### src/rtl/core/box_mean_3x3_clipped_macros.svh
// assertion macros for the 3x3 clipped box mean block
// no dependencies; included by the modules that carry assertions
`ifndef BOX_MEAN_3X3_CLIPPED_MACROS_SVH
`define BOX_MEAN_3X3_CLIPPED_MACROS_SVH
`ifndef SYNTH
`define BMC_ASSERT_IMP(lbl, clk, rst_n, ante, cons, msg) \
	lbl: assert property (@(posedge clk) disable iff (!rst_n) (ante) |-> (cons)) \
		else $error(msg);
`define BMC_ASSERT_NXT(lbl, clk, rst_n, ante, cons, msg) \
	lbl: assert property (@(posedge clk) disable iff (!rst_n) (ante) |=> (cons)) \
		else $error(msg);
`else
`define BMC_ASSERT_IMP(lbl, clk, rst_n, ante, cons, msg)
`define BMC_ASSERT_NXT(lbl, clk, rst_n, ante, cons, msg)
`endif
`endif

### src/rtl/core/bmc_pkg.sv
// shared types and constants of the 3x3 clipped box mean block
// no dependencies; used by every module of the block
`default_nettype none

package bmc_pkg;

	localparam int DEF_MAX_WIDTH  = 1024;
	localparam int DEF_PIXEL_BITS = 8;

	localparam int CFG_IDX_W  = 2;
	localparam int CFG_DATA_W = 13;
	localparam int FW_W       = 11;
	localparam int FH_W       = 13;
	localparam int MODE_W     = 2;
	localparam int ROW_W      = 13;
	localparam int MAX_HEIGHT = 4096;
	localparam int FW_RESET   = 640;
	localparam int FH_RESET   = 480;
	localparam int NBR        = 9;
	localparam int CNT_W      = 4;

	localparam logic [CFG_IDX_W-1:0] CFG_FRAME_WIDTH  = 2'd0;
	localparam logic [CFG_IDX_W-1:0] CFG_FRAME_HEIGHT = 2'd1;
	localparam logic [CFG_IDX_W-1:0] CFG_FILTER_MODE  = 2'd2;

	typedef enum logic [MODE_W-1:0] {
		MODE_ALL  = 2'd0,
		MODE_EVEN = 2'd1,
		MODE_ODD  = 2'd2
	} mode_t;

	typedef struct packed {
		logic           have;
		logic           fe;
		logic [NBR-1:0] mask;
	} ctl_t;

endpackage

`default_nettype wire

### src/rtl/core/bmc_div.sv
// division of the neighbor sum by the count through a reciprocal table
// uses bmc_pkg; holds the output register of the block
`default_nettype none

module bmc_div #(
	parameter int PIXEL_BITS = bmc_pkg::DEF_PIXEL_BITS,
	localparam int SUM_W = PIXEL_BITS + bmc_pkg::CNT_W
) (
	input  logic                      clk,
	input  logic                      arst_n,
	input  logic                      adv,
	input  logic                      in_valid,
	input  logic [SUM_W-1:0]          sum,
	input  logic [bmc_pkg::CNT_W-1:0] cnt,
	input  logic                      fe,
	output logic                      out_valid,
	output logic [PIXEL_BITS-1:0]     mean,
	output logic                      last
);

	import bmc_pkg::*;

	// floor(2^K / n) + 1 gives the exact truncated quotient for sums below 9 * 2^PIXEL_BITS
	localparam int K      = PIXEL_BITS + 7;
	localparam int RW     = K + 1;
	localparam int PROD_W = SUM_W + RW;
	localparam logic [RW-1:0] R1 = RW'((2 ** K) / 1 + 1);
	localparam logic [RW-1:0] R2 = RW'((2 ** K) / 2 + 1);
	localparam logic [RW-1:0] R3 = RW'((2 ** K) / 3 + 1);
	localparam logic [RW-1:0] R4 = RW'((2 ** K) / 4 + 1);
	localparam logic [RW-1:0] R5 = RW'((2 ** K) / 5 + 1);
	localparam logic [RW-1:0] R6 = RW'((2 ** K) / 6 + 1);
	localparam logic [RW-1:0] R7 = RW'((2 ** K) / 7 + 1);
	localparam logic [RW-1:0] R8 = RW'((2 ** K) / 8 + 1);
	localparam logic [RW-1:0] R9 = RW'((2 ** K) / 9 + 1);

	logic [RW-1:0]         recip;
	logic [PROD_W-1:0]     prod;
	logic                  valid_q;
	logic [PIXEL_BITS-1:0] mean_q;
	logic                  last_q;

	// a count of zero maps to zero, which yields a mean of zero
	always_comb begin
		unique case (cnt)
			CNT_W'(1): recip = R1;
			CNT_W'(2): recip = R2;
			CNT_W'(3): recip = R3;
			CNT_W'(4): recip = R4;
			CNT_W'(5): recip = R5;
			CNT_W'(6): recip = R6;
			CNT_W'(7): recip = R7;
			CNT_W'(8): recip = R8;
			CNT_W'(9): recip = R9;
			default:   recip = '0;
		endcase
		prod = PROD_W'(sum) * PROD_W'(recip);
	end

	always_ff @(posedge clk or negedge arst_n) begin
		if (!arst_n) begin
			valid_q <= 1'b0;
		end else if (adv) begin
			valid_q <= in_valid;
		end
	end

	always_ff @(posedge clk) begin
		if (adv) begin
			mean_q <= prod[K +: PIXEL_BITS];
			last_q <= fe;
		end
	end

	assign out_valid = valid_q;
	assign mean      = mean_q;
	assign last      = last_q;

endmodule

`default_nettype wire

### config.mk
export PLATFORM = sky130hd
export DESIGN_NAME = bmc_div
export DESIGN_NICKNAME = d
export VERILOG_FILES = /design/src/rtl/core/box_mean_3x3_clipped_macros.svh /design/src/rtl/core/bmc_pkg.sv /design/src/rtl/core/bmc_div.sv
export SDC_FILE = /design/constraint.sdc
export NUM_CORES = 1
export LEC_CHECK = 0
export BUFFER_PORTS_ARGS = -buffer_cell sky130_fd_sc_hd__buf_2
export CAP_MARGIN = 20
export CORE_MARGIN = 5
export CORE_UTILIZATION = 50
export DETAILED_ROUTE_END_ITERATION = 10
export GPL_ROUTABILITY_DRIVEN = 0
export PLACE_DENSITY = 0.64
export SETUP_SLACK_MARGIN = 0.4
export SYNTH_ARGS = -nofsm -noshare
export SYNTH_HDL_FRONTEND = slang
export SYNTH_SLANG_ARGS = --single-unit
### constraint.sdc
create_clock -name clk -period 2.18 [get_ports clk]
set_input_delay 0.109 -clock clk [delete_from_list [all_inputs] [get_ports clk]]
set_output_delay 0.109 -clock clk [all_outputs]
set_load 0.01 [all_outputs]
==> flow_summary.json <==
{
  "path_cells": "buf_12 > inv_8 > ha_4 > nand2_4 > a21oi_4 > a21o_4 > buf_6 > and2_4 > fa_1 > fa_2 > fa_1 > fa_1 > inv_2 > fa_1 > inv_1 > ha_2 > a21o_1 > a21o_1 > a221o_1 > a31oi_1 > o41ai_2 > buf_4 > a211oi_2 > nor3_1",
  "grt_max_degree": 15,
  "crit_family": "adder cells",
  "insertedDiodeCount": 0,
  "grt_pass1_wl_um": 24100,
  "placed_area_um2": 6820,
  "synth.most_common_cell": "inv_1",
  "p_seq_frac": 0.090,
  "p_clk_frac": 0.098,
  "antenna_found_initial": 0,
  "netlist_area_um2": 5720,
  "cts_buffers": 3,
  "status": "finished with violations",
  "slew_violations": 0,
  "gr-usage-all-layers": 0.224,
  "max-clock-path-buffers": 2,
  "fmax_mhz": 192,
  "fp-row-count": 39,
  "path_buf_inv": 6,
  "drv_cap": 0,
  "worst_pin_slew_ns": 0.334,
  "internal_power_uw": 2000,
  "start_util": 0.506,
  "drt_first_iter_violations": 166,
  "period_needed_ns": 5.21,
  "fin_crit_sh": 2.39,
  "synth_cells": 652,
  "synth_nets": 850,
  "crit_fanout": 4,
  "synth_top_cell_by_area": "fa_1",
  "async_flop_share": 0.100,
  "cts_tree": "built",
  "avgViaCountPerCell": 4.98,
  "combPwrFrac": 0.811,
  "cp-start-kind": "primary input",
  "ant_nets": 0,
  "end_kind": "flip-flop",
  "yosysTopAreaCellShare": 0.458,
  "regToRegStartpoint": "out_valid",
  "synth-seq-cells": 10,
  "crit_path_frequent_cell": "fa_1",
  "synth-edff-count": 9,
  "hold_start": "fe",
  "dp_hpwl_um": 11900,
  "clock-sinks": 10,
  "first_pass_iters": 4,
  "ioPinCount": 31,
  "clk_pin_slew_ns": 0.04,
  "max_stage_delay_ns": 0.54,
  "area_delta_synth_final_pct": 31.5,
  "tns_ns": -23.39,
  "synth.area.top_cells": "fa_1 (46%), inv_1 (11%), ha_1 (10%), nand2_1 (8.9%), and2_1 (5.1%)",
  "dieArea_um2": 13700,
  "dieHeight_um": 117,
  "cp_slowest_cell": "fa_1",
  "wl_per_cell_um": 15.3,
  "numPortBuffers": 30,
  "drc": 0,
  "p_leak_uw": 0.00381,
  "totalWireLength_um": 14200,
  "synth_common_cells": "inv_1 (163), nand2_1 (135), fa_1 (131)",
  "rsz0062_at_grt": "true",
  "switching_power_uw": 1610,
  "hold_violations": 0,
  "drive_gt1_frac": 0.319,
  "setup_viol": 8,
  "worstPathArrival_ns": 5.19,
  "violations": "setup timing",
  "yosys_warnings": 0,
  "yosys.cell_types.count": 51,
  "grt_pass1_vias": 5260,
  "holdCritPathClass": "primary input to flip-flop",
  "synthFlopType": "edfxtp_1",
  "layout.nets": 983,
  "clkLatencyLatePin_ns": 0.23,
  "power_uw": 3610,
  "dieWidth_um": 117,
  "fin_ws_ns": -3.03,
  "vias": 4617,
  "swShare": 0.446,
  "cts-root-buf": "clkbuf_16",
  "startpoint": "cnt[1]",
  "fin_skew_ns": 0,
  "final_area_um2": 7530,
  "htree_levels": 1,
  "p_per_area_nw_per_um2": 480,
  "core_um2": 11300,
  "rrSetupSlack_ns": 1.45,
  "worstSetupPathType": "primary input to flip-flop",
  "ir_drop_mv": 0.605,
  "required_ns": 2.16,
  "syn-mean-instance-area_um2": 8.78,
  "ys_seq_area_frac": 0.0516,
  "gr-total-overflow": 0,
  "slew_headroom": 0.775
}
[cell type report]
| type | count | area [µm²] |
|---|---|---|
| Multi-Input combinational cell | 450 | 5140 |
| Fill cell | 920 | 3790 |
| Timing Repair Buffer | 157 | 1200 |
| Inverter | 163 | 622 |
| Sequential cell | 10 | 295 |
| Tap cell | 143 | 179 |
| Clock buffer | 4 | 88.8 |
[path summary, 6_finish.rpt]
| kind | depth (start not counted) | endpoint |
|---|---|---|
| setup / recovery | 24 | mean[4] |
| hold / removal | 1 | last |
| setup reg to reg | 1 | out_valid |
| hold reg to reg | 1 | out_valid |
| max in group asynchronous | 2 | out_valid |
| min in group asynchronous | 2 | out_valid |
[stage by stage]
stage	setup slack (ns)	utilization	std cells	hold WS [ns]
after global placement	-3.34	0.603	895	-0.116
after floorplan	-2.88	-	652	-0.187
after global routing	-3.19	0.665	927	0.0604
final	-3.03	0.665	927	0.0630
after detailed placement	-3.40	0.603	895	-0.113
after CTS	-3.01	0.639	919	0.0572
[repair_timing]
item / in CTS / in global routing
gates cloned: 0 / 0
endpoints found under the setup margin: 8 / 8
hold endpoints to repair: 1 / 0
buffers inserted: 19 / 8
hold buffers: 1 / 0
pin swaps: 33 / 35
gates resized for setup: 36 / 53
[logic make-up after synthesis]
logic type | synth area share
xor gates and xnor gates | 0.0227
muxes | 0.00197
AOI/OAI and AO/OA | 0.0599
DFF | 0.0516
adders and majority gates | 0.559
buffers and inverters | 0.128
and+or+nand+nor | 0.177
[cell usage in the layout (no fill, tap or decap), drive strengths merged, types with 3 or more instances in the layout]
cell,instances
o21ai,5
o21bai,3
and3,9
fa,131
a21o,5
nand2,136
edfxtp,9
ha,46
inv,163
nor2,4
a21oi,16
nand2b,3
nand3,3
xnor2,12
buf,155
clkbuf,5
and2,48
[power groups by stage]
stage / Clock (µW) / Sequential [µW] / Combinational (µW)
finish: 355 / 326 / 2930
global route: 375 / 332 / 3300
CTS: 362 / 328 / 2690
detailed placement: 0 / 331 / 2490
global placement: 0 / 327 / 2400
floorplan: 0 / 371 / 1550
[metal layers]
layer  global-route usage  vias to the layer above  share of wire
li1                     -                     2179              -
met1                0.273                     2337           0.39
met2                0.433                       83           0.56
met3               0.0154                       18          0.024
met4               0.0443                        0          0.020
met5                    0                        -              0
[registers in the layout (all words and copies together), names as in the netlist]
register   flops
mean           8
last           1
out_valid      1
Power figures use the tool's default switching activity.
