==> config.mk <==
export PLATFORM = sky130hd
export DESIGN_NAME = bmc_ctrl
export DESIGN_NICKNAME = d
export VERILOG_FILES = /design/src/rtl/core/box_mean_3x3_clipped_macros.svh /design/src/rtl/core/bmc_pkg.sv /design/src/rtl/core/bmc_ctrl.sv
export SDC_FILE = /design/constraint.sdc
export NUM_CORES = 1
export LEC_CHECK = 0
export ABC_AREA = 1
export BUFFER_PORTS_ARGS = -buffer_cell sky130_fd_sc_hd__buf_2
export CORE_ASPECT_RATIO = 0.8
export CORE_MARGIN = 3
export CORE_UTILIZATION = 50
export CTS_BUF_LIST = sky130_fd_sc_hd__clkbuf_2 sky130_fd_sc_hd__clkbuf_4 sky130_fd_sc_hd__clkbuf_8
export DETAILED_ROUTE_END_ITERATION = 10
export GPL_ROUTABILITY_DRIVEN = 0
export PLACE_DENSITY = 0.67
export SETUP_SLACK_MARGIN = 0.15
export SYNTH_ARGS = -nofsm -noshare
export SYNTH_HDL_FRONTEND = slang
export SYNTH_SLANG_ARGS = --single-unit
export TNS_END_PERCENT = 100
==> constraint.sdc <==
create_clock -name clk -period 9.4 [get_ports clk]
set_clock_uncertainty 0.1 [all_clocks]
set_input_delay 0.94 -clock clk [delete_from_list [all_inputs] [get_ports clk]]
set_output_delay 0.94 -clock clk [all_outputs]
set_load 0.05 [all_outputs]
==> src/rtl/core/box_mean_3x3_clipped_macros.svh <==
// assertion macros for the 3x3 clipped box mean block
// no dependencies; included by the modules that carry assertions
`ifndef BOX_MEAN_3X3_CLIPPED_MACROS_SVH
`define BOX_MEAN_3X3_CLIPPED_MACROS_SVH
`ifndef SYNTH
`define BMC_ASSERT_IMP(lbl, clk, rst_n, ante, cons, msg) \
	lbl: assert property (@(posedge clk) disable iff (!rst_n) (ante) |-> (cons)) \
		else $error(msg);
`define BMC_ASSERT_NXT(lbl, clk, rst_n, ante, cons, msg) \
	lbl: assert property (@(posedge clk) disable iff (!rst_n) (ante) |=> (cons)) \
		else $error(msg);
`else
`define BMC_ASSERT_IMP(lbl, clk, rst_n, ante, cons, msg)
`define BMC_ASSERT_NXT(lbl, clk, rst_n, ante, cons, msg)
`endif
`endif

==> src/rtl/core/bmc_pkg.sv <==
// shared types and constants of the 3x3 clipped box mean block
// no dependencies; used by every module of the block
`default_nettype none

package bmc_pkg;

	localparam int DEF_MAX_WIDTH  = 1024;
	localparam int DEF_PIXEL_BITS = 8;

	localparam int CFG_IDX_W  = 2;
	localparam int CFG_DATA_W = 13;
	localparam int FW_W       = 11;
	localparam int FH_W       = 13;
	localparam int MODE_W     = 2;
	localparam int ROW_W      = 13;
	localparam int MAX_HEIGHT = 4096;
	localparam int FW_RESET   = 640;
	localparam int FH_RESET   = 480;
	localparam int NBR        = 9;
	localparam int CNT_W      = 4;

	localparam logic [CFG_IDX_W-1:0] CFG_FRAME_WIDTH  = 2'd0;
	localparam logic [CFG_IDX_W-1:0] CFG_FRAME_HEIGHT = 2'd1;
	localparam logic [CFG_IDX_W-1:0] CFG_FILTER_MODE  = 2'd2;

	typedef enum logic [MODE_W-1:0] {
		MODE_ALL  = 2'd0,
		MODE_EVEN = 2'd1,
		MODE_ODD  = 2'd2
	} mode_t;

	typedef struct packed {
		logic           have;
		logic           fe;
		logic [NBR-1:0] mask;
	} ctl_t;

endpackage

`default_nettype wire

==> src/rtl/core/bmc_ctrl.sv <==
// configuration registers, raster position tracking and border masks
// uses bmc_pkg; feeds the line store read port and the window stage
`default_nettype none

module bmc_ctrl #(
	parameter int MAX_WIDTH  = bmc_pkg::DEF_MAX_WIDTH,
	parameter int PIXEL_BITS = bmc_pkg::DEF_PIXEL_BITS,
	localparam int COL_W = $clog2(MAX_WIDTH)
) (
	input  logic                             clk,
	input  logic                             arst_n,
	input  logic                             cfg_we,
	input  logic [bmc_pkg::CFG_IDX_W-1:0]    cfg_idx,
	input  logic [bmc_pkg::CFG_DATA_W-1:0]   cfg_wdata,
	input  logic                             in_valid,
	output logic                             in_ready,
	input  logic [PIXEL_BITS-1:0]            pixel,
	input  logic                             flush,
	input  logic                             adv,
	output logic                             act,
	output logic [COL_W-1:0]                 addr,
	output logic [PIXEL_BITS-1:0]            pix,
	output bmc_pkg::ctl_t                    ctl,
	output bmc_pkg::mode_t                   mode
);

	import bmc_pkg::*;

	localparam int WID_W  = $clog2(MAX_WIDTH + 1);
	localparam int CMP_W  = WID_W + 1;
	localparam int RC_W   = ROW_W + 1;
	localparam int AREA_W = WID_W + ROW_W;
	localparam int OC_W   = AREA_W + 1;
	localparam int W_RST  = (FW_RESET > MAX_WIDTH) ? MAX_WIDTH : FW_RESET;
	localparam logic [WID_W-1:0]  W_EFF_RST = WID_W'(W_RST);
	localparam logic [ROW_W-1:0]  H_EFF_RST = ROW_W'(FH_RESET);
	localparam logic [AREA_W-1:0] AREA_RST  = AREA_W'(W_RST * FH_RESET);

	function automatic mode_t mode_decode(input logic [MODE_W-1:0] code);
		mode_t m;
		m = MODE_ALL;
		if (code == MODE_EVEN) begin
			m = MODE_EVEN;
		end else if (code == MODE_ODD) begin
			m = MODE_ODD;
		end
		return m;
	endfunction

	logic [FW_W-1:0]   fw_q;
	logic [FH_W-1:0]   fh_q;
	mode_t             mode_q;
	logic              cfg_busy_q;
	logic [WID_W-1:0]  w_eff_q;
	logic [ROW_W-1:0]  h_eff_q;
	logic [AREA_W-1:0] area_q;
	logic [COL_W-1:0]  x_q;
	logic [ROW_W-1:0]  row_q;
	logic [AREA_W-1:0] out_q;

	logic [WID_W-1:0]  w_clamp;
	logic [ROW_W-1:0]  h_clamp;
	logic              draining;
	logic              skip;
	logic              row_end;
	logic              col_out;
	logic              have;
	logic              area_hit;
	logic              row_wrap;
	logic [CMP_W-1:0]  xc;
	logic [CMP_W-1:0]  wc;
	logic [ROW_W-1:0]  crow;
	logic [RC_W-1:0]   crowc;
	logic [RC_W-1:0]   hc;
	logic [OC_W-1:0]   out_n;
	logic [2:0]        rowv;
	logic [2:0]        colv;
	logic [NBR-1:0]    mask;

	// configuration registers
	always_ff @(posedge clk or negedge arst_n) begin
		if (!arst_n) begin
			fw_q       <= FW_W'(FW_RESET);
			fh_q       <= FH_W'(FH_RESET);
			mode_q     <= MODE_ALL;
			cfg_busy_q <= 1'b0;
		end else begin
			cfg_busy_q <= cfg_we;
			if (cfg_we) begin
				unique case (cfg_idx)
					CFG_FRAME_WIDTH:  fw_q <= cfg_wdata[FW_W-1:0];
					CFG_FRAME_HEIGHT: fh_q <= cfg_wdata[FH_W-1:0];
					CFG_FILTER_MODE:  mode_q <= mode_decode(cfg_wdata[MODE_W-1:0]);
					default: ;
				endcase
			end
		end
	end

	always_comb begin
		w_clamp = WID_W'(fw_q);
		if (fw_q == '0) begin
			w_clamp = WID_W'(1);
		end else if (32'(fw_q) > 32'(MAX_WIDTH)) begin
			w_clamp = WID_W'(MAX_WIDTH);
		end
		h_clamp = ROW_W'(fh_q);
		if (fh_q == '0) begin
			h_clamp = ROW_W'(1);
		end else if (32'(fh_q) > 32'(MAX_HEIGHT)) begin
			h_clamp = ROW_W'(MAX_HEIGHT);
		end
	end

	// clamped frame size and pixel count
	always_ff @(posedge clk or negedge arst_n) begin
		if (!arst_n) begin
			w_eff_q <= W_EFF_RST;
			h_eff_q <= H_EFF_RST;
			area_q  <= AREA_RST;
		end else begin
			w_eff_q <= w_clamp;
			h_eff_q <= h_clamp;
			area_q  <= AREA_W'(w_clamp) * AREA_W'(h_clamp);
		end
	end

	always_comb begin
		xc       = CMP_W'(x_q);
		wc       = CMP_W'(w_eff_q);
		hc       = RC_W'(h_eff_q);
		draining = row_q >= h_eff_q;
		skip     = flush && !draining;
		in_ready = adv && !cfg_busy_q;
		act      = in_valid && in_ready && !skip;
		row_end  = (x_q == '0) && (row_q >= ROW_W'(2));
		col_out  = (x_q != '0) && (row_q != '0);
		have     = row_end || col_out;
		crow     = col_out ? row_q - ROW_W'(1) : row_q - ROW_W'(2);
		crowc    = RC_W'(crow);
		out_n    = OC_W'(out_q) + OC_W'(1);
		area_hit = out_n >= OC_W'(area_q);
		row_wrap = (xc + CMP_W'(1)) >= wc;

		rowv[0] = (crow != '0) && (crowc - RC_W'(1) < hc);
		rowv[1] = crowc < hc;
		rowv[2] = crowc + RC_W'(1) < hc;
		colv[0] = row_end ? (wc >= CMP_W'(2))
		                  : ((xc >= CMP_W'(2)) && (xc - CMP_W'(2) < wc));
		colv[1] = row_end ? 1'b1 : (xc - CMP_W'(1) < wc);
		colv[2] = row_end ? 1'b0 : (xc < wc);
		for (int r = 0; r < 3; r++) begin
			for (int c = 0; c < 3; c++) begin
				mask[r * 3 + c] = rowv[r] && colv[c];
			end
		end
	end

	// raster position and output count
	always_ff @(posedge clk or negedge arst_n) begin
		if (!arst_n) begin
			x_q   <= '0;
			row_q <= '0;
			out_q <= '0;
		end else if (act) begin
			if (have && area_hit) begin
				x_q   <= '0;
				row_q <= '0;
				out_q <= '0;
			end else begin
				if (row_wrap) begin
					x_q   <= '0;
					row_q <= row_q + ROW_W'(1);
				end else begin
					x_q <= x_q + COL_W'(1);
				end
				if (have) begin
					out_q <= out_q + AREA_W'(1);
				end
			end
		end
	end

	assign addr     = x_q;
	assign pix      = draining ? '0 : pixel;
	assign ctl.have = have;
	assign ctl.fe   = have && area_hit;
	assign ctl.mask = mask;
	assign mode     = mode_q;

endmodule

`default_nettype wire

==> impl_results.md <==
- Core footprint: 28420 um2
- Residual DRC: 0
- Root buffer cell: clkbuf_8
- H-Tree Depth: 4
- Synth warn: 0
- Req. time, crit path: 9.64 ns
- Mapped Area: between 10000 and 15000 um2
- CP Max Fanout: 8
- Area of the multi-input gates: 9843 um2
- Clk pin slew, worst setup/hold paths: approximately 0.080 ns
- Worst Path Buf+Inv: 3
- Post-DP HPWL: roughly 29000 um
- Top FF cell, synth: dfrtp_1
- Maximum VDD drop: between 0.15 and 0.2 mV
- Ant diodes: 0
- P_leak: ~0.0084 uW
- Fillers: 2700
- Layout area overhead: 6.440%
- Placed standard-cell area: about 15000 um2
- Largest delay share family, worst path: adder cells
- Slowest stage cell, crit path: nor2_1
- Post-route ant nets: 0
- Nets: 2242
- Syn Inst Count: 1885
- Io pins: 62
- Area of the die: between 30000 and 40000 um2
- Worst-path cell chain: nor2_1 > nand3_1 > nor4_1 > nor2_1 > nor2_1 > inv_1 > nor2_1 > fa_1 > fa_1 > fa_1 > fa_1 > inv_1 > fa_1 > inv_1 > ha_1 > nand2_1 > nor4_1 > o21ai_0 > nand3_1 > nand2_1 > nand2_1 > a21oi_1 > xor2_1
- Drt wl/cell: 15.52 um
- Post-CTS Hold Fix Bufs: 0
- CP max stage delay: roughly 0.63 ns
- Global-route wire length before repair: 60530 um
- TritonRoute pass-1 iters: 5
- Vias in the first global route: 12240
- Area contributors post-synth: dfrtp_1 (18%), ha_1 (16%), fa_1 (14%), nand2_1 (11%), inv_1 (8.5%)
- Reg area: 3073 um2
- Post-Place Cells: 2277
- CTS resizes: 0
- Cell mode on critical path: fa_1
- Endpoints failing setup: 0
- Layout cells sized above 1: 0.09232
- Critical path class: reg2reg
- Final Instance Area: between 15000 and 20000 um2
- Worst path arrival time: roughly 7 ns
- Setup repair bufs after CTS: 0
- Mapped Nets: 2201
- GRT Util Overall: 0.2426
- Post-synth ARST share: 1.000
- Starting DRC count in detailed routing: 876
- Initial core utilization: 0.5099
- Initial antenna violation count: 0
- Crit path capture type: flip-flop
- CTS sink cnt: 122
- Outcome: completed
- Final worst path period share: 0.7077
- Top cell type's share of synthesized area: 0.1830
- Number of distinct library cells after synthesis: 55
- Average size of a mapped cell: about 7.7 um2
- CTS tree: done
- Register area share after synthesis: 0.2120
- Worst-margin pin slew: 0.9660 ns
- Largest area contributor in the netlist: dfrtp_1
- Hold Path Class: reg2reg
- Slew margin rel.: 0.3536
- Final hold violations: 0
- Port Buffers: 61
- Post-synth EDFFs: 0
- Max Buffers Root-to-Sink: 2
- Post-route minimum period: 6.652 ns
- Total wire length: approximately 36000 um
- Worst setup SP type: flip-flop
- Setup TNS: 0 ns
- Die Wd: a little under 200 um
- RSZ-0062 raised after global routing: false
- Die Y-Extent: 158.3 um
- Final cell count without fillers: between 2000 and 2500
- PwrDens: 255.6 nW/um2
- Vias: 12230
- Via density: 5.294
- Largest net degree at the start of global routing: 63
- Cts bufs inserted: 17
- Global route total overflow: 0
- FP Rows: 55
- Highest clock rate: between 150 and 200 MHz
- Clock Latency Late Sink: roughly 0.46 ns
- Max Slew Vio Count: 0
- Post-synthesis register bit count: 122
- Number of max-cap violations: 0
- Final Util: 0.5428
layer usage:
layer / vias to the layer above / track usage / part of all wire
li1: 6000 / - / -
met1: 5812 / 0.3336 / 0.47
met2: 349 / 0.3966 / 0.45
met3: 64 / 0.04379 / 0.060
met4: 0 / 0.07126 / 0.022
met5: - / 0 / 0
report_power, final:
part | switching [uW] | leakage (uW) | internal [uW]
Sequential | 82.4 | 0.00155 | 633
Combinational | 1800 | 0.00667 | 926
Clock | 258 | 0.000196 | 241
final cells by class:
class                   instances  share of cell area
flip-flops and latches        122              0.1992
multi-input cells            1371              0.6381
well taps                     370             0.03001
clock buffers                  17             0.01517
inverters                     350             0.08541
clock inverters                15             0.01071
repair buffers                 64             0.02141
sequential cells by signal, indices dropped and copies added (netlist names):
| register | count |
|---|---|
| addr | 10 |
| area_q | 24 |
| cfg_busy_q | 1 |
| fh_q | 13 |
| fw_q | 11 |
| h_eff_q | 13 |
| mode | 2 |
| out_q | 24 |
| row_q | 13 |
| w_eff_q | 11 |
Yosys cell counts (2+ instances only):
master       n
o211ai_1     5
nand3b_1     5
nand2_2     13
dfrtp_1    106
buf_6        7
o21ai_2      2
o21bai_1     2
nor2_1     188
nor3b_1      4
o21ai_1     11
ha_1       189
inv_1      328
o21ai_0     49
nand3_1     56
nor2_4      11
nand2_4      7
dfstp_2     16
nand3_2      2
xnor2_1     17
nand4_1     43
o2111ai_1    2
buf_2       14
a21oi_1     70
a31oi_1      5
nor3_2       3
inv_2       12
nor2_2       6
nor3_1      18
xor2_1      91
clkinv_1     8
clkbuf_1    16
a211oi_1     7
a21o_1       5
nor4_1      16
fa_1        98
buf_4        4
o21ai_4      2
nand3_4      2
nand2_1    429
worst paths after layout:
| path | start | to | slack [ns] | cells past startpoint |
|---|---|---|---|---|
| setup / recovery | fw_q[1]$_DFFE_PN0P_ | area_q[22]$_DFF_PN0_ | 2.75 | 23 |
| hold / removal | fw_q[2]$_DFFE_PN0P_ | fw_q[2]$_DFFE_PN0P_ | 0.39 | 2 |
| setup reg to reg | fw_q[1]$_DFFE_PN0P_ | area_q[22]$_DFF_PN0_ | 2.75 | 23 |
| hold reg to reg | fw_q[2]$_DFFE_PN0P_ | fw_q[2]$_DFFE_PN0P_ | 0.39 | 2 |
| max in group asynchronous | arst_n | fw_q[3]$_DFFE_PN0P_ | 7.48 | 2 |
| min in group asynchronous | arst_n | row_q[8]$_DFFE_PN0P_ | 0.44 | 1 |
through the flow:
stage / power, uW / worst slack, ns / hold WS, ns
final: 3943 / 2.748 / 0.3923
after global routing: 4370 / 2.230 / 0.4343
after CTS: 3949 / 2.816 / 0.3919
after detailed placement: 3431 / 2.848 / 0.3729
after global placement: 3352 / 3.054 / 0.3715
after floorplan: 2844 / 3.630 / 0.3530
layout by cell type, fill, tap and decap left out, types with 3 or more instances in the layout:
cell,Yosys,layout
a211oi_1,7,7
a21o_1,5,5
a21oi_1,70,70
a31oi_1,5,5
buf_2,14,60
buf_4,4,4
clkbuf_8,0,17
clkinv_1,8,8
clkinv_2,1,3
clkinvlp_4,0,3
dfrtp_1,106,106
dfstp_2,16,16
fa_1,98,98
ha_1,189,189
inv_1,328,328
inv_2,12,12
inv_6,0,5
nand2_1,429,429
nand2_2,13,13
nand2_4,7,7
nand3_1,56,56
nand3b_1,5,5
nand4_1,43,43
nor2_1,188,188
nor2_2,6,6
nor2_4,11,11
nor3_1,18,18
nor3_2,3,3
nor3b_1,4,4
nor4_1,16,16
o211ai_1,5,5
o21ai_0,49,49
o21ai_1,11,11
xnor2_1,17,17
xor2_1,91,91
logic make-up (layout without fill, tap and decap cells):
group                    count (synthesis)  in the layout  share of synthesized area
AO/OA/AOI/OAI                          165            165                    0.06441
XOR/XNOR                               108            108                    0.06527
adder cells (fa/ha/maj)                287            287                     0.2985
buffers and inverters                  392            446                     0.1088
flip-flops                             122            122                     0.2120
multiplexers                             1              1                  0.0007769
AND/OR/NAND/NOR                        810            810                     0.2502
worst reg2reg max path: stages (launching register included):
cell     delay [ns]
dfrtp_1        0.40
nor2_1         0.11
nand3_1        0.07
nor4_1         0.29
nor2_1         0.17
nor2_1         0.63
inv_1          0.34
nor2_1         0.19
fa_1           0.47
fa_1           0.54
fa_1           0.55
fa_1           0.55
inv_1          0.05
fa_1           0.52
inv_1          0.04
ha_1           0.33
nand2_1        0.09
nor4_1         0.42
o21ai_0        0.18
nand3_1        0.16
nand2_1        0.07
nand2_1        0.06
a21oi_1        0.07
xor2_1         0.14
Note: power is estimated with default switching activity, not from simulation.
