## src/rtl/core/box_mean_3x3_clipped_macros.svh

```systemverilog
// assertion macros for the 3x3 clipped box mean block
// no dependencies; included by the modules that carry assertions
`ifndef BOX_MEAN_3X3_CLIPPED_MACROS_SVH
`define BOX_MEAN_3X3_CLIPPED_MACROS_SVH
`ifndef SYNTH
`define BMC_ASSERT_IMP(lbl, clk, rst_n, ante, cons, msg) \
	lbl: assert property (@(posedge clk) disable iff (!rst_n) (ante) |-> (cons)) \
		else $error(msg);
`define BMC_ASSERT_NXT(lbl, clk, rst_n, ante, cons, msg) \
	lbl: assert property (@(posedge clk) disable iff (!rst_n) (ante) |=> (cons)) \
		else $error(msg);
`else
`define BMC_ASSERT_IMP(lbl, clk, rst_n, ante, cons, msg)
`define BMC_ASSERT_NXT(lbl, clk, rst_n, ante, cons, msg)
`endif
`endif

```

## src/rtl/core/bmc_pkg.sv

```systemverilog
// shared types and constants of the 3x3 clipped box mean block
// no dependencies; used by every module of the block
`default_nettype none

package bmc_pkg;

	localparam int DEF_MAX_WIDTH  = 1024;
	localparam int DEF_PIXEL_BITS = 8;

	localparam int CFG_IDX_W  = 2;
	localparam int CFG_DATA_W = 13;
	localparam int FW_W       = 11;
	localparam int FH_W       = 13;
	localparam int MODE_W     = 2;
	localparam int ROW_W      = 13;
	localparam int MAX_HEIGHT = 4096;
	localparam int FW_RESET   = 640;
	localparam int FH_RESET   = 480;
	localparam int NBR        = 9;
	localparam int CNT_W      = 4;

	localparam logic [CFG_IDX_W-1:0] CFG_FRAME_WIDTH  = 2'd0;
	localparam logic [CFG_IDX_W-1:0] CFG_FRAME_HEIGHT = 2'd1;
	localparam logic [CFG_IDX_W-1:0] CFG_FILTER_MODE  = 2'd2;

	typedef enum logic [MODE_W-1:0] {
		MODE_ALL  = 2'd0,
		MODE_EVEN = 2'd1,
		MODE_ODD  = 2'd2
	} mode_t;

	typedef struct packed {
		logic           have;
		logic           fe;
		logic [NBR-1:0] mask;
	} ctl_t;

endpackage

`default_nettype wire

```

## src/rtl/core/bmc_window.sv

```systemverilog
// line store read-modify-write, 3x3 window and masked neighbor sum
// uses bmc_pkg and the assertion macros; drives bmc_line_mem
`default_nettype none

`include "box_mean_3x3_clipped_macros.svh"

module bmc_window #(
	parameter int MAX_WIDTH  = bmc_pkg::DEF_MAX_WIDTH,
	parameter int PIXEL_BITS = bmc_pkg::DEF_PIXEL_BITS,
	localparam int COL_W = $clog2(MAX_WIDTH),
	localparam int SUM_W = PIXEL_BITS + bmc_pkg::CNT_W
) (
	input  logic                      clk,
	input  logic                      arst_n,
	input  logic                      adv,
	input  logic                      act,
	input  logic [COL_W-1:0]          addr,
	input  logic [PIXEL_BITS-1:0]     pix,
	input  bmc_pkg::ctl_t             ctl,
	input  bmc_pkg::mode_t            mode,
	input  logic [2*PIXEL_BITS-1:0]   mem_rdata,
	output logic                      mem_we,
	output logic [COL_W-1:0]          mem_waddr,
	output logic [2*PIXEL_BITS-1:0]   mem_wdata,
	output logic                      out_valid,
	output logic [SUM_W-1:0]          out_sum,
	output logic [bmc_pkg::CNT_W-1:0] out_cnt,
	output logic                      out_fe
);

	import bmc_pkg::*;

	function automatic logic picked(input mode_t m, input logic lsb);
		logic p;
		unique case (m)
			MODE_EVEN: p = !lsb;
			MODE_ODD:  p = lsb;
			MODE_ALL:  p = 1'b1;
			default:   p = 1'b1;
		endcase
		return p;
	endfunction

	logic                    valid_s1;
	logic                    fwd_s1;
	logic [COL_W-1:0]        addr_s1;
	logic [PIXEL_BITS-1:0]   pix_s1;
	ctl_t                    ctl_s1;
	logic [2*PIXEL_BITS-1:0] fwd_data_s1;

	logic                    valid_s2;
	logic [SUM_W-1:0]        sum_s2;
	logic [CNT_W-1:0]        cnt_s2;
	logic                    fe_s2;

	logic [PIXEL_BITS-1:0]   win_b_q [3];
	logic [PIXEL_BITS-1:0]   win_c_q [3];

	logic [2*PIXEL_BITS-1:0] col_d;
	logic [PIXEL_BITS-1:0]   up_d;
	logic [PIXEL_BITS-1:0]   mid_d;
	logic [PIXEL_BITS-1:0]   nbr [NBR];
	logic [SUM_W-1:0]        sum_d;
	logic [CNT_W-1:0]        cnt_d;

	always_ff @(posedge clk or negedge arst_n) begin
		if (!arst_n) begin
			valid_s1 <= 1'b0;
			fwd_s1   <= 1'b0;
		end else if (adv) begin
			valid_s1 <= act;
			fwd_s1   <= act && valid_s1 && (addr == addr_s1);
		end
	end

	always_ff @(posedge clk) begin
		if (adv) begin
			addr_s1     <= addr;
			pix_s1      <= pix;
			ctl_s1      <= ctl;
			fwd_data_s1 <= mem_wdata;
		end
	end

	// bypass when the previous item wrote the same column in the read cycle
	always_comb begin
		col_d  = fwd_s1 ? fwd_data_s1 : mem_rdata;
		up_d   = col_d[2*PIXEL_BITS-1:PIXEL_BITS];
		mid_d  = col_d[PIXEL_BITS-1:0];
		nbr[0] = win_b_q[0];
		nbr[1] = win_c_q[0];
		nbr[2] = up_d;
		nbr[3] = win_b_q[1];
		nbr[4] = win_c_q[1];
		nbr[5] = mid_d;
		nbr[6] = win_b_q[2];
		nbr[7] = win_c_q[2];
		nbr[8] = pix_s1;
		sum_d  = '0;
		cnt_d  = '0;
		for (int i = 0; i < NBR; i++) begin
			if (ctl_s1.mask[i] && picked(mode, nbr[i][0])) begin
				sum_d = sum_d + SUM_W'(nbr[i]);
				cnt_d = cnt_d + CNT_W'(1);
			end
		end
	end

	assign mem_we    = valid_s1 && adv;
	assign mem_waddr = addr_s1;
	assign mem_wdata = {mid_d, pix_s1};

	always_ff @(posedge clk or negedge arst_n) begin
		if (!arst_n) begin
			for (int r = 0; r < 3; r++) begin
				win_b_q[r] <= '0;
				win_c_q[r] <= '0;
			end
		end else if (adv && valid_s1) begin
			for (int r = 0; r < 3; r++) begin
				win_b_q[r] <= win_c_q[r];
			end
			win_c_q[0] <= up_d;
			win_c_q[1] <= mid_d;
			win_c_q[2] <= pix_s1;
		end
	end

	always_ff @(posedge clk or negedge arst_n) begin
		if (!arst_n) begin
			valid_s2 <= 1'b0;
		end else if (adv) begin
			valid_s2 <= valid_s1 && ctl_s1.have;
		end
	end

	always_ff @(posedge clk) begin
		if (adv) begin
			sum_s2 <= sum_d;
			cnt_s2 <= cnt_d;
			fe_s2  <= ctl_s1.fe;
		end
	end

	assign out_valid = valid_s2;
	assign out_sum   = sum_s2;
	assign out_cnt   = cnt_s2;
	assign out_fe    = fe_s2;

	`BMC_ASSERT_IMP(a_fwd_needs_item, clk, arst_n, fwd_s1, valid_s1, "bypass without item")
	`BMC_ASSERT_IMP(a_empty_sum_zero, clk, arst_n, valid_s2 && (cnt_s2 == '0), sum_s2 == '0, "sum without neighbors")
	`BMC_ASSERT_IMP(a_cnt_bound, clk, arst_n, valid_s2, cnt_s2 <= CNT_W'(NBR), "neighbor count too high")

endmodule

`default_nettype wire

```

## config.mk

```make
export PLATFORM = sky130hd
export DESIGN_NAME = bmc_window
export DESIGN_NICKNAME = d
export VERILOG_FILES = /design/src/rtl/core/bmc_pkg.sv /design/src/rtl/core/bmc_window.sv
export VERILOG_INCLUDE_DIRS = /design/src /design/src/rtl/core
export SDC_FILE = /design/constraint.sdc
export NUM_CORES = 1
export LEC_CHECK = 0
export BUFFER_PORTS_ARGS = -buffer_cell sky130_fd_sc_hd__buf_2
export CORE_ASPECT_RATIO = 0.9
export CORE_MARGIN = 5
export CORE_UTILIZATION = 55
export CTS_CLUSTER_DIAMETER = 60
export DETAILED_ROUTE_END_ITERATION = 12
export PLACE_DENSITY = 0.72
export SLEW_MARGIN = 10
export SYNTH_ARGS = -nofsm -noshare
export SYNTH_HDL_FRONTEND = slang
export SYNTH_SLANG_ARGS = --single-unit
```

## constraint.sdc

```tcl
create_clock -name clk -period 10.55 [get_ports clk]
set_input_delay 2.11 -clock clk [delete_from_list [all_inputs] [get_ports clk]]
set_output_delay 2.11 -clock clk [all_outputs]
set_load 0.005 [all_outputs]
```

==> metrics.md, run 1 <==
| Metric | Value |
|---|---|
| Unrepaired setup endpoints after global routing | true |
| Sequential-to-total area share from yosys stat | 36.2% |
| Slew headroom | 45.2% |
| Share of the synthesized area in the top cell type | 21.5% |
| Synthesized cell area | 8670 um^2 |
| Crit path max-delay cell type | ha_1 |
| Htree depth | 4 |
| Routed Antenna Nets | 0 |
| Routed via count | 7024 |
| DIE HEIGHT | 129 um |
| Syn_area_per_cell | 10.2 um^2 |
| # hold bufs at CTS | 0 |
| Number of global-route vias before repair | 6536 |
| Clock buffer depth | 2 |
| Max cap viols | 0 |
| IO Port Bufs | 95 |
| Fin crit share | 99.7% |
| Final wirelength | 20.8 mm |
| Io pins | 96 |
| Crit path launch type | primary input |
| Final hold violation count | 0 |
| Largest net degree at the start of global routing | 66 |
| DRC | 0 |
| Primary FF master, synth | edfxtp_1 |
| Min Tclk post-route | 10.51 ns |
| Crit end category | flip-flop |
| TritonCTS buffer count | 17 |
| TNS Setup | 0 ns |
| Area Overhead vs Synth | 31.3% |
| # fillers | 998 |
| Clock Sinks | 113 |
| PD cells | 302 nW/um^2 |
| Site row count | 43 |
| Largest stage delay, worst path | 0.35 ns |
| DR vias/cell | 5.54 |
| Largest family of logic cells by synthesized area | compound AO/OA/AOI/OAI gates |
| Compound-Gate Fraction of Synth Area | 14.9% |
| # diodes | 0 |
| Clk_lat worst skew | 0.44 ns |
| Final design area excluding fillers | 11400 um^2 |
| Pwr Total | 3.44 mW |
| Most instantiated cells after synthesis | nand2_1, mux2_2, ha_1 |
| Worst VDD drop | 0.226 mV |
| Clock-pin slew of the registers on the worst-case setup and hold paths | 0.06 ns |
| Total nets after synthesis | 986 |
| Storage element area | 3140 um^2 |
| Largest cells by area after synthesis | edfxtp_1, dfrtp_1, ha_1, mux2_2, xnor2_1 |
| F_max | 95.1 MHz |
| Seq cells post-synth | 113 |
| Total Routing Usage GR | 21.8% |
| Die width | 142 um |
| Synth Area in Simple Gates | 11.6% |
| Post-synth EDFFs | 62 |
| XOR/XNOR share of the synthesized area | 8.08% |
| Final nets | 1185 |
| Final HPWL DP | 13.9 mm |
| Core box area | 15400 um^2 |
| # setup viols final | 0 |
| Pleak | 4.99 nW |
| Clk root buf | clkbuf_16 |
| Ys async rst share | 45.1% |
| Cell Area, Placed | 9930 um^2 |
| Post-Synthesis Cells | 853 |
| Total grt overflow | 0 |
| WP data arrival | 10.69 ns |
| Yosys warning count | 0 |
| Worst path most repeated cell | ha_4 |
| Multi-input gate area | 5740 um^2 |
| Initial Util | 56.1% |
| Slew @ Worst Pin | 0.822 ns |
| CP Max Fanout | 4 |
| Largest area contributor in the synthesized netlist | edfxtp_1 |
| Synth unique cells | 66 |
| Worst Clk Skew | 0.0126 ns |
| Critical Path RT | 10.72 ns |
| Cell with the most instances after synthesis | nand2_1 |
| Crit Path Class | in -> reg |
| Status | finished, final reports clean |
| Post-synthesis mux area share | 12.0% |
| Routed wire per std cell | 16.4 um |
| Die area | 18400 um^2 |
| Drt first pass iters | 5 |
| CTS tree | yes |
| Final number of max-transition violations | 0 |
| Initial DRC Count | 346 |
| Final GP Congestion | 0.845 |
| Adder-cell share of the synthesized area | 12.5% |
| Initial antenna violation count | 0 |
| Layout cells sized above 1 | 41.3% |
| First-pass GRT wire length | 32.0 mm |
| Hold crit path type | reg -> reg |
[area by class of cell]
cell class / count / share of cell area (%)
clock inverter: 14 / 1.59
sequential: 113 / 27.6
tap: 202 / 2.22
timing repair buffer: 218 / 12.7
clock buffer: 18 / 3.77
inverter: 49 / 1.64
multi-input combinational: 653 / 50.4
[worst max-delay path: cells and delay by family]
kind	cells	cell delay, ns
mux	3	0.72
fa+ha+maj	9	2.45
xor+xnor	4	0.48
buf+inv	5	0.50
simple gates	11	1.29
compound gates	20	3.13
[placed cells by master (no fill, tap or decap), drive strengths merged, types with 4 or more instances in the layout]
cell / Yosys / final
o21bai: 8 / 8
buf: 26 / 218
inv: 47 / 51
o21a: 26 / 26
clkinv: 2 / 5
or2: 4 / 4
nor2b: 15 / 15
nor4: 6 / 6
edfxtp: 62 / 62
clkinvlp: 0 / 4
fa: 8 / 8
mux2: 82 / 82
o31ai: 5 / 5
and2: 11 / 11
a21oi: 41 / 41
nand3: 13 / 13
nand2: 83 / 83
a21o: 16 / 16
and3: 5 / 5
mux2i: 11 / 11
xor2: 26 / 26
o21ai: 56 / 56
clkbuf: 12 / 18
dfrtp: 51 / 51
nand2b: 8 / 8
ha: 74 / 74
xnor2: 45 / 45
a211oi: 10 / 10
nor3: 11 / 11
nor2: 50 / 50
[sequential cells by signal, indices dropped and copies added, names as in the netlist]
signal / count
out_fe: 1
ctl_s1: 11
pix_s1: 8
mem_waddr: 10
fwd_data_s1: 16
nbr: 48
out_cnt: 4
fwd_s1: 1
out_sum: 12
valid_s1: 1
out_valid: 1
[metrics by stage]
step	hold WS [ns]	setup slack, ns	util (%)	cells
6_report	0.434	0.0352	73.7	1267
5_1_grt	0.459	-0.343	73.7	1267
4_1_cts	0.441	0.00971	69.4	1245
3_5_place_dp	0.430	-0.569	64.3	1206
3_3_place_gp	0.403	-0.400	64.3	1206
2_1_floorplan	0.400	0.000200	-	853
[repair_timing]
item,CTS,global route
pin swaps,12,61
gates resized for setup,22,100
setup buffers,7,22
setup endpoints to repair,4,6
[logic make-up after synthesis]
| kind of cell | count (synthesis) |
|---|---|
| fa+ha+maj | 82 |
| simple gates | 216 |
| mux | 93 |
| compound gates | 191 |
| buf+inv | 87 |
| xor+xnor | 71 |
| flops | 113 |
[per-layer routing]
metal	up-vias	global-route usage, %	share of wire, %
met5	-	0	0
met4	0	6.76	1.7
met3	34	4.98	4.8
met2	166	34.4	48
met1	3374	30.3	46
li1	3450	-	-
[where the power goes]
part | internal, mW | switching (mW) | leakage [nW]
combinational | 1.18 | 1.02 | 3.47
clock | 0.374 | 0.227 | 0.284
sequential | 0.582 | 0.0527 | 1.23
[path summary, 6_finish.rpt]
path | startpoint | endpoint | slack [ns] | cells past startpoint
max reg2reg | nbr[64] | out_sum[10] | 1.52 | 49
max in group asynchronous | arst_n | nbr[23] | 8.26 | 2
max | mode[1] | out_sum[10] | 0.04 | 52
min in group asynchronous | arst_n | nbr[65] | 1.81 | 2
min | ctl_s1[9] | out_fe | 0.43 | 0
min reg2reg | ctl_s1[9] | out_fe | 0.43 | 0
(Power assumes the default switching activity.)
==> inputs of run 2 (changes only) <==
Settings changed: CORE_ASPECT_RATIO 0.9 to 2, SLEW_MARGIN 10 to 20.
==> metrics.md, run 2 (synthesized netlist as in run 1, its figures left out) <==
| Metric | Value |
|---|---|
| Slew @ Worst Pin | 0.832 ns (was 0.822 ns) |
| Clock Sinks | 113 (unchanged) |
| CP Max Fanout | 5 (was 4) |
| Io pins | 96 (unchanged) |
| Min Tclk post-route | 10.52 ns (was 10.51 ns) |
| Layout Cells excl Fill | 1267 (unchanged) |
| Status | finished, final reports clean (unchanged) |
| Placed Cells incl. Taps | 1205 (was 1206) |
| Max reg flops | 48 (unchanged) |
| WP data arrival | 10.68 ns (was 10.69 ns) |
| Clk root buf | clkbuf_16 (unchanged) |
| Flop-to-flop setup slack | 1.53 ns (was 1.52 ns) |
| Pre-CTS setup slack | -0.750 ns (was -0.569 ns) |
| Fin crit share | 99.7% (about the same) |
| Crit end category | flip-flop (unchanged) |
| Routed Antenna Nets | 0 (unchanged) |
| PD cells | 303 nW/um^2 (was 302 nW/um^2) |
| Total Routing Usage GR | 22.5% (was 21.8%) |
| Worst path top cell family by delay | compound AO/OA/AOI/OAI gates (unchanged) |
| Initial Util | 55.5% (was 56.1%) |
| F_max | 95.0 MHz (was 95.1 MHz) |
| DR vias/cell | 5.64 (was 5.54) |
| Most frequent cells in the layout | buf_4, buf_2, nand2_1 (unchanged) |
| IO Port Bufs | 95 (unchanged) |
| Final wirelength | 22.0 mm (was 20.8 mm) |
| Largest stage delay, worst path | 0.38 ns (was 0.35 ns) |
| Crit path launch type | primary input (unchanged) |
| Area Overhead vs Synth | 31.2% (was 31.3%) |
| Die area | 18500 um^2 (was 18400 um^2) |
| # setup viols final | 0 (unchanged) |
| Site row count | 65 (was 43) |
| Worst VDD drop | 0.165 mV (was 0.226 mV) |
| Hold crit path type | reg -> reg (unchanged) |
| Multi-input gate area | 5740 um^2 (about the same) |
| WP buf/inv | 5 (unchanged) |
| Util after Layout | 72.8% (was 73.7%) |
| Final GP Congestion | 0.865 (was 0.845) |
| Final number of max-transition violations | 0 (unchanged) |
| Worst path most repeated cell | ha_4 (unchanged) |
| Clock-pin slew of the registers on the worst-case setup and hold paths | 0.06 ns (about the same) |
| TritonCTS buffer count | 17 (unchanged) |
| Total grt overflow | 0 (unchanged) |
| Max cap viols | 0 (unchanged) |
| Final hold violation count | 0 (unchanged) |
| Slew headroom | 44.1% (was 45.2%) |
| Most common cell after layout, fill and taps aside | buf_4 (unchanged) |
| # diodes | 0 (unchanged) |
| Initial antenna violation count | 0 (unchanged) |
| Crit Path Class | in -> reg (unchanged) |
| Initial DRC Count | 247 (was 346) |
| Storage element area | 3140 um^2 (unchanged) |
| Drt first pass iters | 4 (was 5) |
| Pleak | 5.00 nW (was 4.99 nW) |
| Die width | 98.8 um (was 142 um) |
| Core box area | 15600 um^2 (was 15400 um^2) |
| Layout cells sized above 1 | 42.1% (was 41.3%) |
| DRC | 0 (unchanged) |
| DIE HEIGHT | 188 um (was 129 um) |
| Number of global-route vias before repair | 7139 (was 6536) |
| Htree depth | 4 (unchanged) |
| Routed via count | 7152 (was 7024) |
| Routed wire per std cell | 17.4 um (was 16.4 um) |
| CTS tree | yes (unchanged) |
| Final HPWL DP | 15.3 mm (was 13.9 mm) |
| Min setup slack post-route | 0.0291 ns (was 0.0352 ns) |
| Final nets | 1186 (was 1185) |
| Critical Path RT | 10.71 ns (was 10.72 ns) |
| Crit path max-delay cell type | ha_1 (unchanged) |
| Unrepaired setup endpoints after global routing | true (unchanged) |
| Clock buffer depth | 2 (unchanged) |
| # fillers | 1105 (was 998) |
| Largest net degree at the start of global routing | 52 (was 66) |
| Worst Clk Skew | 0.00904 ns (was 0.0126 ns) |
| First-pass GRT wire length | 33.6 mm (was 32.0 mm) |
| Clk_lat worst skew | 0.42 ns (was 0.44 ns) |
==> run 2: changes by cell type in the layout (fill, tap and decap cells not counted), sizes merged <==
cell / before / now
buf: 218 / 219
clkinvlp: 4 / 3
clkinv: 5 / 7
inv: 51 / 50
==> run 2: report_power, final <==
| part | total, mW | leakage, nW | switching (mW) | internal (mW) |
|---|---|---|---|---|
| combinational | 2.21 | 3.48 | 1.03 | 1.19 |
| sequential | 0.638 | 1.23 | 0.0561 | 0.582 |
| clock | 0.597 | 0.288 | 0.222 | 0.375 |
| total | 3.45 | 5.00 | 1.30 | 2.14 |
==> run 2: cell type report <==
type,instances,share of cell area (%)
inverter,49,1.64
multi-input combinational,653,50.5
tap,201,2.21
clock buffer,18,3.77
clock inverter,14,1.61
timing repair buffer,219,12.6
sequential,113,27.6
==> run 2: metrics by stage <==
step | TNS (ns) | hold WS (ns) | power, mW | area, um^2
3_3_place_gp | -0.868 | 0.404 | 2.40 | 9930
2_1_floorplan | 0 | 0.400 | 1.89 | 8720
4_1_cts | 0 | 0.423 | 3.14 | 10700
5_1_grt | -1.01 | 0.454 | 3.73 | 11400
3_5_place_dp | -2.43 | 0.409 | 2.47 | 9930
6_report | 0 | 0.421 | 3.45 | 11400
==> run 2: path summary, 6_finish.rpt <==
path	startpoint	end	cells past startpoint
min	ctl_s1[9]	out_fe	0
max in group asynchronous	arst_n	nbr[14]	2
min reg2reg	ctl_s1[9]	out_fe	0
min in group asynchronous	arst_n	nbr[62]	2
max reg2reg	nbr[64]	out_sum[10]	49
max	mode[0]	out_sum[10]	52
==> run 2: what timing repair did <==
item	in CTS	in global routing
pin swaps	12	61
hold buffers	0	0
resized for setup	20	104
buffers inserted	7	23
endpoints found under the setup margin	3	7
==> run 2: per-layer routing <==
| metal | routed length (um) | part of all wire [%] | track usage, % | up-vias |
|---|---|---|---|---|
| met2 | 12400 | 56 | 42.1 | 145 |
| met1 | 8180 | 37 | 24.2 | 3501 |
| met5 | 0 | 0 | 0 | - |
| met4 | 771 | 3.5 | 10.5 | 0 |
| li1 | - | - | - | 3449 |
| met3 | 717 | 3.3 | 3.28 | 57 |
